===== config.mk =====
export PLATFORM = sky130hd
export DESIGN_NAME = ordered_list_engine
export DESIGN_NICKNAME = d
export VERILOG_FILES = /design/src/sv/ole_pkg.sv /design/src/sv/ordered_list_engine.sv /design/src/sv/ole_front.sv /design/src/sv/ole_queue.sv /design/src/sv/ole_back.sv
export SDC_FILE = /design/constraint.sdc
export NUM_CORES = 2
export LEC_CHECK = 0
export BUFFER_PORTS_ARGS = -buffer_cell sky130_fd_sc_hd__clkbuf_2
export CORE_MARGIN = 1
export CORE_UTILIZATION = 27
export DETAILED_ROUTE_END_ITERATION = 12
export SETUP_SLACK_MARGIN = 0.3
export SYNTH_ARGS = -nofsm -noshare
export SYNTH_HDL_FRONTEND = slang
export SYNTH_SLANG_ARGS = --single-unit

===== constraint.sdc =====
create_clock -name i_clk -period 21.3 [get_ports i_clk]
set_input_delay 4.26 -clock i_clk [delete_from_list [all_inputs] [get_ports i_clk]]
set_output_delay 4.26 -clock i_clk [all_outputs]
set_load 0.01 [all_outputs]

===== src/sv/ole_pkg.sv =====
// Shared types and constants for the ordered list engine.
// Used by the front end, the request queue and the back end; no other dependencies.
package ole_pkg;

    typedef enum logic [2:0] {
        REQ_INS_TAIL = 3'd0,
        REQ_REM_TAIL = 3'd1,
        REQ_INS_HEAD = 3'd2,
        REQ_REM_HEAD = 3'd3,
        REQ_INS_KEY  = 3'd4,
        REQ_REM_KEY  = 3'd5,
        REQ_READ     = 3'd6,
        REQ_NONE     = 3'd7
    } t_req;

    typedef enum logic [1:0] {
        ST_OK        = 2'd0,
        ST_EMPTY     = 2'd1,
        ST_FULL      = 2'd2,
        ST_NOT_FOUND = 2'd3
    } t_status;

    typedef struct packed {
        t_req        req;
        logic [31:0] value;
        logic [31:0] key;
    } t_cmd;

    typedef enum logic [1:0] {
        BE_IDLE = 2'd0,
        BE_EXEC = 2'd1,
        BE_READ = 2'd2
    } t_be_state;

endpackage


===== src/sv/ordered_list_engine.sv =====
// Ordered list engine: each request goes through the front register, request queue
// and back end to its status result; a read out then gives one result per entry
// each cycle while the output is free. The back end takes a new request only when
// idle; the front register and two-entry queue accept up to three further requests
// while it works. The search compare runs the cycle a request enters the back end.
// Synchronous active-low reset empties the list; entry contents are not cleared.
module ordered_list_engine #(
    parameter int DEPTH = 32
) (
    input  logic        i_clk,
    input  logic        i_rst_n,
    input  logic        i_valid,
    output logic        o_ready,
    input  logic [2:0]  i_req_type,
    input  logic [31:0] i_value,
    input  logic [31:0] i_key,
    output logic        o_valid,
    input  logic        i_ready,
    output logic [31:0] o_data,
    output logic [1:0]  o_status,
    output logic        o_last
);
    import ole_pkg::*;

    t_cmd w_f_cmd;
    logic w_f_valid;
    logic w_f_ready;
    t_cmd w_q_cmd;
    logic w_q_valid;
    logic w_q_ready;

    ole_front u_front (
        .i_clk       (i_clk),
        .i_rst_n     (i_rst_n),
        .i_req_type  (i_req_type),
        .i_value     (i_value),
        .i_key       (i_key),
        .i_valid     (i_valid),
        .o_ready     (o_ready),
        .o_cmd       (w_f_cmd),
        .o_cmd_valid (w_f_valid),
        .i_cmd_ready (w_f_ready)
    );

    ole_queue u_queue (
        .i_clk   (i_clk),
        .i_rst_n (i_rst_n),
        .i_cmd   (w_f_cmd),
        .i_valid (w_f_valid),
        .o_ready (w_f_ready),
        .o_cmd   (w_q_cmd),
        .o_valid (w_q_valid),
        .i_ready (w_q_ready)
    );

    ole_back #(.DEPTH(DEPTH)) u_back (
        .i_clk    (i_clk),
        .i_rst_n  (i_rst_n),
        .i_cmd    (w_q_cmd),
        .i_valid  (w_q_valid),
        .o_ready  (w_q_ready),
        .o_data   (o_data),
        .o_status (o_status),
        .o_last   (o_last),
        .o_valid  (o_valid),
        .i_ready  (i_ready)
    );
endmodule


===== src/sv/ole_front.sv =====
// Front end of the ordered list engine: accepts requests and classifies the type.
// Depends on ole_pkg.
module ole_front (
    input  logic          i_clk,
    input  logic          i_rst_n,
    input  logic [2:0]    i_req_type,
    input  logic [31:0]   i_value,
    input  logic [31:0]   i_key,
    input  logic          i_valid,
    output logic          o_ready,
    output ole_pkg::t_cmd o_cmd,
    output logic          o_cmd_valid,
    input  logic          i_cmd_ready
);
    import ole_pkg::*;

    logic r_full;
    logic n_full;
    t_cmd r_cmd;
    t_cmd n_cmd;

    assign o_ready     = !r_full || i_cmd_ready;
    assign o_cmd_valid = r_full;
    assign o_cmd       = r_cmd;

    always_comb begin
        n_full = r_full;
        n_cmd  = r_cmd;
        if (r_full && i_cmd_ready) begin
            n_full = 1'b0;
        end
        if (i_valid && o_ready) begin
            n_full      = 1'b1;
            n_cmd.req   = t_req'(i_req_type);
            n_cmd.value = i_value;
            n_cmd.key   = i_key;
        end
    end

    always_ff @(posedge i_clk) begin
        if (!i_rst_n) begin
            r_full <= 1'b0;
        end else begin
            r_full <= n_full;
        end
        r_cmd <= n_cmd;
    end
endmodule


===== src/sv/ole_queue.sv =====
// Two-entry request queue between the front end and the back end.
// Depends on ole_pkg.
module ole_queue (
    input  logic          i_clk,
    input  logic          i_rst_n,
    input  ole_pkg::t_cmd i_cmd,
    input  logic          i_valid,
    output logic          o_ready,
    output ole_pkg::t_cmd o_cmd,
    output logic          o_valid,
    input  logic          i_ready
);
    import ole_pkg::*;

    t_cmd       r_mem [2];
    logic       r_wp;
    logic       r_rp;
    logic [1:0] r_cnt;
    logic       n_wp;
    logic       n_rp;
    logic [1:0] n_cnt;
    logic       w_push;
    logic       w_pop;

    assign o_ready = (r_cnt != 2'd2);
    assign o_valid = (r_cnt != 2'd0);
    assign o_cmd   = r_mem[r_rp];
    assign w_push  = i_valid && o_ready;
    assign w_pop   = o_valid && i_ready;

    always_comb begin
        n_wp  = w_push ? !r_wp : r_wp;
        n_rp  = w_pop ? !r_rp : r_rp;
        n_cnt = r_cnt + {1'b0, w_push} - {1'b0, w_pop};
    end

    always_ff @(posedge i_clk) begin
        if (!i_rst_n) begin
            r_wp  <= 1'b0;
            r_rp  <= 1'b0;
            r_cnt <= 2'd0;
        end else begin
            r_wp  <= n_wp;
            r_rp  <= n_rp;
            r_cnt <= n_cnt;
        end
        if (w_push) begin
            r_mem[r_wp] <= i_cmd;
        end
    end
endmodule


===== src/sv/ole_back.sv =====
// Back end of the ordered list engine: holds the entries in registers, does the
// parallel compare and shift, and drives the result register. Depends on ole_pkg.
module ole_back #(
    parameter int DEPTH = 32
) (
    input  logic          i_clk,
    input  logic          i_rst_n,
    input  ole_pkg::t_cmd i_cmd,
    input  logic          i_valid,
    output logic          o_ready,
    output logic [31:0]   o_data,
    output logic [1:0]    o_status,
    output logic          o_last,
    output logic          o_valid,
    input  logic          i_ready
);
    import ole_pkg::*;

    localparam int CW = $clog2(DEPTH + 1);
    localparam int IW = $clog2(DEPTH);

    t_be_state   r_state;
    t_be_state   n_state;
    t_cmd        r_cmd;
    logic [31:0] r_ent [DEPTH];
    logic [CW-1:0] r_cnt;
    logic [CW-1:0] r_pos;
    logic [CW-1:0] r_rd;
    logic        r_found;
    logic        r_ovalid;
    logic [31:0] r_odata;
    logic [1:0]  r_ostat;
    logic        r_olast;

    logic        w_out_free;
    logic        w_found;
    logic [CW-1:0] w_pos;
    logic        w_take;
    logic        w_exec;
    logic        w_rd_step;
    logic        w_ins;
    logic        w_rem;
    logic [CW-1:0] w_at;
    t_status     w_st;

    assign w_out_free = !r_ovalid || i_ready;
    assign o_ready    = (r_state == BE_IDLE);
    assign w_take     = i_valid && o_ready;
    assign o_valid    = r_ovalid;
    assign o_data     = r_odata;
    assign o_status   = r_ostat;
    assign o_last     = r_olast;

    // Priority search for the first matching entry, registered for execute.
    always_comb begin
        w_found = 1'b0;
        w_pos   = '0;
        for (int i = DEPTH - 1; i >= 0; i--) begin
            if ((CW'(i) < r_cnt) && (r_ent[i] == i_cmd.key)) begin
                w_found = 1'b1;
                w_pos   = CW'(i);
            end
        end
    end

    always_comb begin
        n_state = r_state;
        case (r_state)
            BE_IDLE: begin
                if (w_take) begin
                    n_state = BE_EXEC;
                end
            end
            BE_EXEC: begin
                if (w_out_free) begin
                    if (r_cmd.req == REQ_READ && r_cnt != '0) begin
                        n_state = BE_READ;
                    end else begin
                        n_state = BE_IDLE;
                    end
                end
            end
            BE_READ: begin
                if (w_out_free && (r_rd + CW'(1) == r_cnt)) begin
                    n_state = BE_IDLE;
                end
            end
            default: n_state = BE_IDLE;
        endcase
    end

    always_comb begin
        w_exec    = (r_state == BE_EXEC) && w_out_free;
        w_rd_step = (r_state == BE_READ) && w_out_free;
        w_ins     = 1'b0;
        w_rem     = 1'b0;
        w_at      = '0;
        w_st      = ST_OK;
        case (r_cmd.req)
            REQ_INS_TAIL, REQ_INS_HEAD: begin
                if (r_cnt == CW'(DEPTH)) begin
                    w_st = ST_FULL;
                end else begin
                    w_ins = 1'b1;
                    w_at  = (r_cmd.req == REQ_INS_TAIL) ? r_cnt : '0;
                end
            end
            REQ_REM_TAIL, REQ_REM_HEAD: begin
                if (r_cnt == '0) begin
                    w_st = ST_EMPTY;
                end else begin
                    w_rem = 1'b1;
                    w_at  = (r_cmd.req == REQ_REM_TAIL) ? r_cnt - CW'(1) : '0;
                end
            end
            REQ_INS_KEY: begin
                if (r_cnt == CW'(DEPTH)) begin
                    w_st = ST_FULL;
                end else if (r_cnt == '0) begin
                    w_st = ST_EMPTY;
                end else if (!r_found) begin
                    w_st = ST_NOT_FOUND;
                end else begin
                    w_ins = 1'b1;
                    w_at  = r_pos;
                end
            end
            REQ_REM_KEY: begin
                if (r_cnt == '0) begin
                    w_st = ST_EMPTY;
                end else if (!r_found) begin
                    w_st = ST_NOT_FOUND;
                end else begin
                    w_rem = 1'b1;
                    w_at  = r_pos;
                end
            end
            REQ_READ: begin
                if (r_cnt == '0) begin
                    w_st = ST_EMPTY;
                end
            end
            default: w_st = ST_OK;
        endcase
    end

    always_ff @(posedge i_clk) begin
        if (!i_rst_n) begin
            r_state  <= BE_IDLE;
            r_cnt    <= '0;
            r_ovalid <= 1'b0;
        end else begin
            r_state <= n_state;
            if ((w_exec && !(r_cmd.req == REQ_READ && r_cnt != '0)) || w_rd_step) begin
                r_ovalid <= 1'b1;
            end else if (r_ovalid && i_ready) begin
                r_ovalid <= 1'b0;
            end
            if (w_exec) begin
                if (w_ins) begin
                    r_cnt <= r_cnt + CW'(1);
                end else if (w_rem) begin
                    r_cnt <= r_cnt - CW'(1);
                end
            end
        end
        if (w_take) begin
            r_cmd   <= i_cmd;
            r_found <= w_found;
            r_pos   <= w_pos;
            r_rd    <= '0;
        end
        if (w_exec) begin
            r_odata <= '0;
            r_ostat <= w_st;
            r_olast <= 1'b1;
            for (int i = 0; i < DEPTH; i++) begin
                if (w_ins) begin
                    if (CW'(i) == w_at) begin
                        r_ent[i] <= r_cmd.value;
                    end else if (CW'(i) > w_at && i > 0) begin
                        r_ent[i] <= r_ent[(i > 0) ? i - 1 : 0];
                    end
                end else if (w_rem) begin
                    if (CW'(i) >= w_at && i < DEPTH - 1) begin
                        r_ent[i] <= r_ent[(i < DEPTH - 1) ? i + 1 : i];
                    end
                end
            end
        end
        if (w_rd_step) begin
            r_odata <= r_ent[r_rd[IW-1:0]];
            r_ostat <= ST_OK;
            r_olast <= (r_rd + CW'(1) == r_cnt);
            r_rd    <= r_rd + CW'(1);
        end
    end
endmodule


Yosys cells after proc, flatten, opt, wreduce, memory -nomap -nowiden. Memory sizes are Yosys's and may differ from the RTL's. A register that Yosys moved wholly into a read port is not among the register bits. Index checks and enable logic that the tools add are counted.

Bits of input ports: 71. Logic and storage cells: 908. Output and inout port bits: 37. Register bits: 164. Bits in writable memories: 1158. Memories: 2.

$add $sub $neg: 5. Muxes and demuxes: 575. Eq/ne operators: 77. Bitwise gates (word level): 62. Reductions and logical operators: 70. Order comparisons: 94.

Memories: u_back.r_ent (words 32, bits a word 32, read ports 33, clocked after memory_dff 1, wr ports 32, RTL line ole_back.sv:25) `logic [31:0] r_ent [DEPTH];`; u_queue.r_mem (words 2, bits a word 67, read ports 1, clocked after memory_dff 1, wr ports 1, RTL line ole_queue.sv:15) `t_cmd r_mem [2];`.

Operators with widths (count): two-way mux 32 bit (64); equality test 32 bit (32); two-way mux 1 bit (456); equality test 5 x 6 -> 1 bit, first input constant (16); > comparator 5 x 6 -> 1 bit, first input constant (16); less-than comparator 5 x 6 -> 1 bit, first input constant (16); greater-or-equal comparator 5 x 6 -> 1 bit, first input constant (15); two-way mux 5 bit (17); two-way mux 6 bit (11); bitwise OR 1 bit (62); equality test 4 x 6 -> 1 bit, first input constant (8); greater-or-equal comparator 4 x 6 -> 1 bit, first input constant (8); > comparator 4 x 6 -> 1 bit, first input constant (8); less-than comparator 4 x 6 -> 1 bit, first input constant (8); logical AND 1 bit (41); two-way mux 4 bit (8); OR reduction 31 bit (1); equality test 3 x 6 -> 1 bit, first input constant (4); greater-or-equal comparator 3 x 6 -> 1 bit, first input constant (4); > comparator 3 x 6 -> 1 bit, first input constant (4); less-than comparator 3 x 6 -> 1 bit, first input constant (4); case mux 6 bit (4 select lines) (1); two-way mux 2 bit (10); OR reduction 16 bit (1); other kinds (38) (68).

Logic depth before layout (Yosys ltp). An unclocked memory read counts as a cell.

Word-level depth: 34. Depth in mapped cells: 17. Gate-level depth less buffers: 12.

Hierarchy. A second synthesis with hierarchy kept.

Cell total of the unflattened synthesis: 7194. Area total of the unflattened synthesis: 83400.0 um^2.

By module, submodules not included: ole_back (sequential area each 33472.1 um^2, times used 1, cells each 6884, area each 76231.9 um^2); ole_queue (sequential area each 4124.0 um^2, times used 1, cells each 238, area each 5098.6 um^2); ole_front (sequential area each 2031.9 um^2, times used 1, cells each 72, area each 2069.5 um^2).

Least setup slack after synthesis. Ideal clock, no wire load.

Path kind: input port to flip-flop. Start: input i_ready. End: memory u_back.r_ent[4][0], enable pin. Required time: 20.767 ns. Setup time: 0.533 ns. Path slack: 10.957 ns. Arrival: 9.810 ns. Path buffers: 0. Cell stages on the path: 8. Cell sequence: nand2b_1 -> nand2b_1 -> a211o_1 -> nand2_1 -> nand2_1 -> inv_1 -> nand2_1 -> o311ai_0.

RTL lines: start: declaration (RTL line ordered_list_engine.sv:18) `input logic i_ready,`; end: declaration (RTL line ole_back.sv:25).

==> impl_results.md <==
* Pre-Repair DR Iteration Count at 6
* CP Capture Type: register
* Post-CTS Setup Inserts at 0
* Combinational share of power at 45.7%
* Placement Rows at 203
* Setup tns final at 0 ns
* Die H at approximately 560 um
* Largest net degree at the start of global routing at 129
* # setup viols final at 0
* Sw frac at 44.0%
* Initial Utilization at 27.2%
* Syn Area/Cell at around 12 sq um
* Crit path cell chain: clkbuf_2 > nand2b_1 > nand2b_1 > nor2_2 > nand2_2 > nor2_4 > nand2_2 > a21oi_4 > buf_4 > mux2i_1 > o21ai_0
* Pint at 7300 uW
* Synth warn at 0
* Worst-margin pin slew at 1.26 ns
* Die X at 558 um
* Post-cts resize count at 0
* GPL Wtd Cong at between 1 and 1.5
* Crit Path Max Fanout at 34
* Clock Sinks at between 1000 and 1500
* Slowest stage delay, CP at 0.88 ns
* Mapped Area at about 0.084 sq mm
* Clk_lat worst skew at approximately 0.89 ns
* FF+latch count, synth at between 1000 and 1500
* Worst hold path class: register to register
* Max-slew headroom at 15.3%
* Number of synthesized flops with an enable pin at between 1000 and 1500
* Post-detail-place hpwl at 255 mm
* CP Launch Type: input port
* Power Density at 139 mW/mm^2
* Count of final max-slew check failures at 0
* Netlist cell types at 77
* Top-count cell post-synth: edfxtp_1
* Hold Vio Cnt, Final at 0
* Reg area at 0.0396 sq mm
* Max Cap Viol at 0
* Syn Inst Count at 7167
* Post-Syn Nets at 7245
* NetSw at 5730 uW
* Fin crit period at 8.18 ns
* Synth cell count leaders: edfxtp_1, mux2i_1, xnor2_1, nand2_1, nor2_1
* Placed cells at 11000
* Post-Route Skew at 0.0521 ns
* Via density per instance at 5.72
* Vias in the first global route at 62000
* Hold Buf Count CTS at 0
* Clk buf depth at 3
* Area fraction of the dominant cell type after synthesis at 46.9%
* Peak supply drop at 105 uV
* Crit path depth at 11
* Total Routed Length at 363 mm
* Max Fclk at 0.122 GHz
* Sequential area share after synthesis at a little under half
* Top area cells in the synthesized netlist: edfxtp_1, mux2i_1, mux4_2, xnor2_1, xor2_1
* P&R area growth vs syn at 11.8%
* Leakage at 0.0313 uW
* Final period util at 38.4%
* Htree depth at 4
* Area of the core at 0.307 sq mm
* GRT Total Usage at 22.6%
* DRC viols at 0
* Layout cells sized above 1 at around 15%
* Vias at 64500
* Crit path required time at 21.89 ns
* Slowest CP cell: nand2_2
* Ports at 108
* Fillcell total at 31400
* CTS tree: done
* Multi-input gate area at 0.0415 sq mm
* Predominant post-synthesis flop cell: edfxtp_1
* Non-Filler Instances at 11300
* Clk pwr share at 21.1%
* Critical Path AT at slightly below 9 ns
* Unrepaired setup endpoints after global routing: no
* Sequential share of power at 33.2%
* Post-route ant nets at 0
* WL/cell at 32.2 um
* Initial antenna violation count at 14
* Critical path's top delay family: simple AND/OR/NAND/NOR gates
* Status: complete, no violations
* Port Buf Inserts at 107
* Root Driver: clkbuf_16
* CTS buffer count at 159
* FF-to-FF path depth at 13
* 1st-iter DRT viols at 9906
* Layout Nets at 7113
* Global-route wire length before repair at between 400 and 500 mm
* Buffers & Inverters on Critical Path at 2
* Die area at 0.312 sq mm
* Clock edge transition at the registers on the reported setup and hold paths at 0.06 ns
* Hold Path Depth at 0
* Synth area leader: edfxtp_1
* Asr flop ratio synth at 0%
* Crit Path Category: input port to register
* GRT overflow at 0
-- final timing paths --
path	from	endpoint	slack, ns
hold reg to reg	u_front.o_cmd[26]	u_queue.r_mem[1][26]	0.43
setup reg to reg	register	u_back.r_pos[1]	14.41
setup / recovery	i_ready	u_back.r_ent[5][17]	13.12
hold / removal	u_front.o_cmd[26]	u_queue.r_mem[1][26]	0.43
-- through the flow --
step	hold WS (ns)	setup WS [ns]	power (uW)	area, sq um	util, %
5_1_grt	0.438	13.00	13300	93500	30.5
2_1_floorplan	0.421	10.96	7610	83600	-
3_3_place_gp	0.427	12.50	9980	88400	28.8
4_1_cts	0.431	13.27	12800	93400	30.5
6_report	0.428	13.12	13000	93500	30.5
3_5_place_dp	0.432	12.37	10100	88400	28.8
-- layer usage --
metal | vias to the layer above | GRT usage [%] | routed length (um)
met2 | 4743 | 34.9 | 159000
met3 | 1107 | 5.75 | 40500
met1 | 32400 | 27.4 | 131000
met4 | 18 | 16.3 | 31700
li1 | 26200 | - | -
met5 | - | 0.216 | 208
-- registers in the layout (all words and copies together), names as in the netlist, named ones only --
signal and flops:
u_back.r_ent 1024, u_queue.r_mem 134, u_front.o_cmd 67, u_back.r_cmd 35, u_back.o_data 32, u_back.r_cnt 6, u_back.r_rd 6, u_back.r_pos 5
u_back.o_status 2, u_back.r_state 2, u_queue.r_cnt 2, u_back.o_last 1, u_back.o_valid 1, u_back.r_found 1, u_front.o_cmd_valid 1, u_queue.r_rp 1
u_queue.r_wp 1
-- layout by cell type (no fill, tap or decap), drive strengths merged, types with 8 or more instances in the layout --
cell type,netlist,final
o21a,8,8
nor2b,8,8
nor2,535,535
a21o,10,10
clkbuf,346,313
and2,19,19
nor3,41,41
or2,13,13
nand2b,8,8
mux2i,972,972
edfxtp,1305,1305
a31oi,39,39
a21oi,439,439
nand3,42,42
nand2,692,692
dfxtp,22,22
inv,22,29
clkinv,0,59
a22oi,21,21
mux4,320,320
nand4,98,98
mux2,100,100
xor2,295,295
nor4,196,196
bufinv,0,10
diode,0,8
o21ai,549,549
buf,250,196
xnor2,746,746
-- cells by family (layout without fill, tap and decap cells) --
group / count (synthesis) / count (layout) / synth area share (%)
DFF: 1327 / 1327 / 47.4
other: 0 / 8 / 0
xor gates and xnor gates: 1041 / 1041 / 10.9
muxes: 1392 / 1392 / 22.1
AOI/OAI and AO/OA: 1111 / 1111 / 7.12
adders and majority gates: 7 / 7 / 0.105
buffers and inverters: 618 / 610 / 3.58
and+or+nand+nor: 1671 / 1671 / 8.85
-- power groups by stage --
stage,Sequential [uW],Combinational (uW),Clock (uW)
after floorplan,3980,3630,0
after global placement,4330,5650,0
after detailed placement,4340,5730,0
after CTS,4290,5750,2770
after global routing,4340,6060,2860
final,4320,5960,2750
-- layout make-up --
class,count,share of cell area (%)
Clock buffer,206,4.53
Multi-Input combinational cell,5222,44.4
Tap cell,4100,5.49
Antenna cell,8,0.0214
Timing Repair Buffer,303,2.21
Sequential cell,1327,42.4
Inverter,22,0.0883
Clock inverter,79,0.871
(Power assumes the default switching activity.)
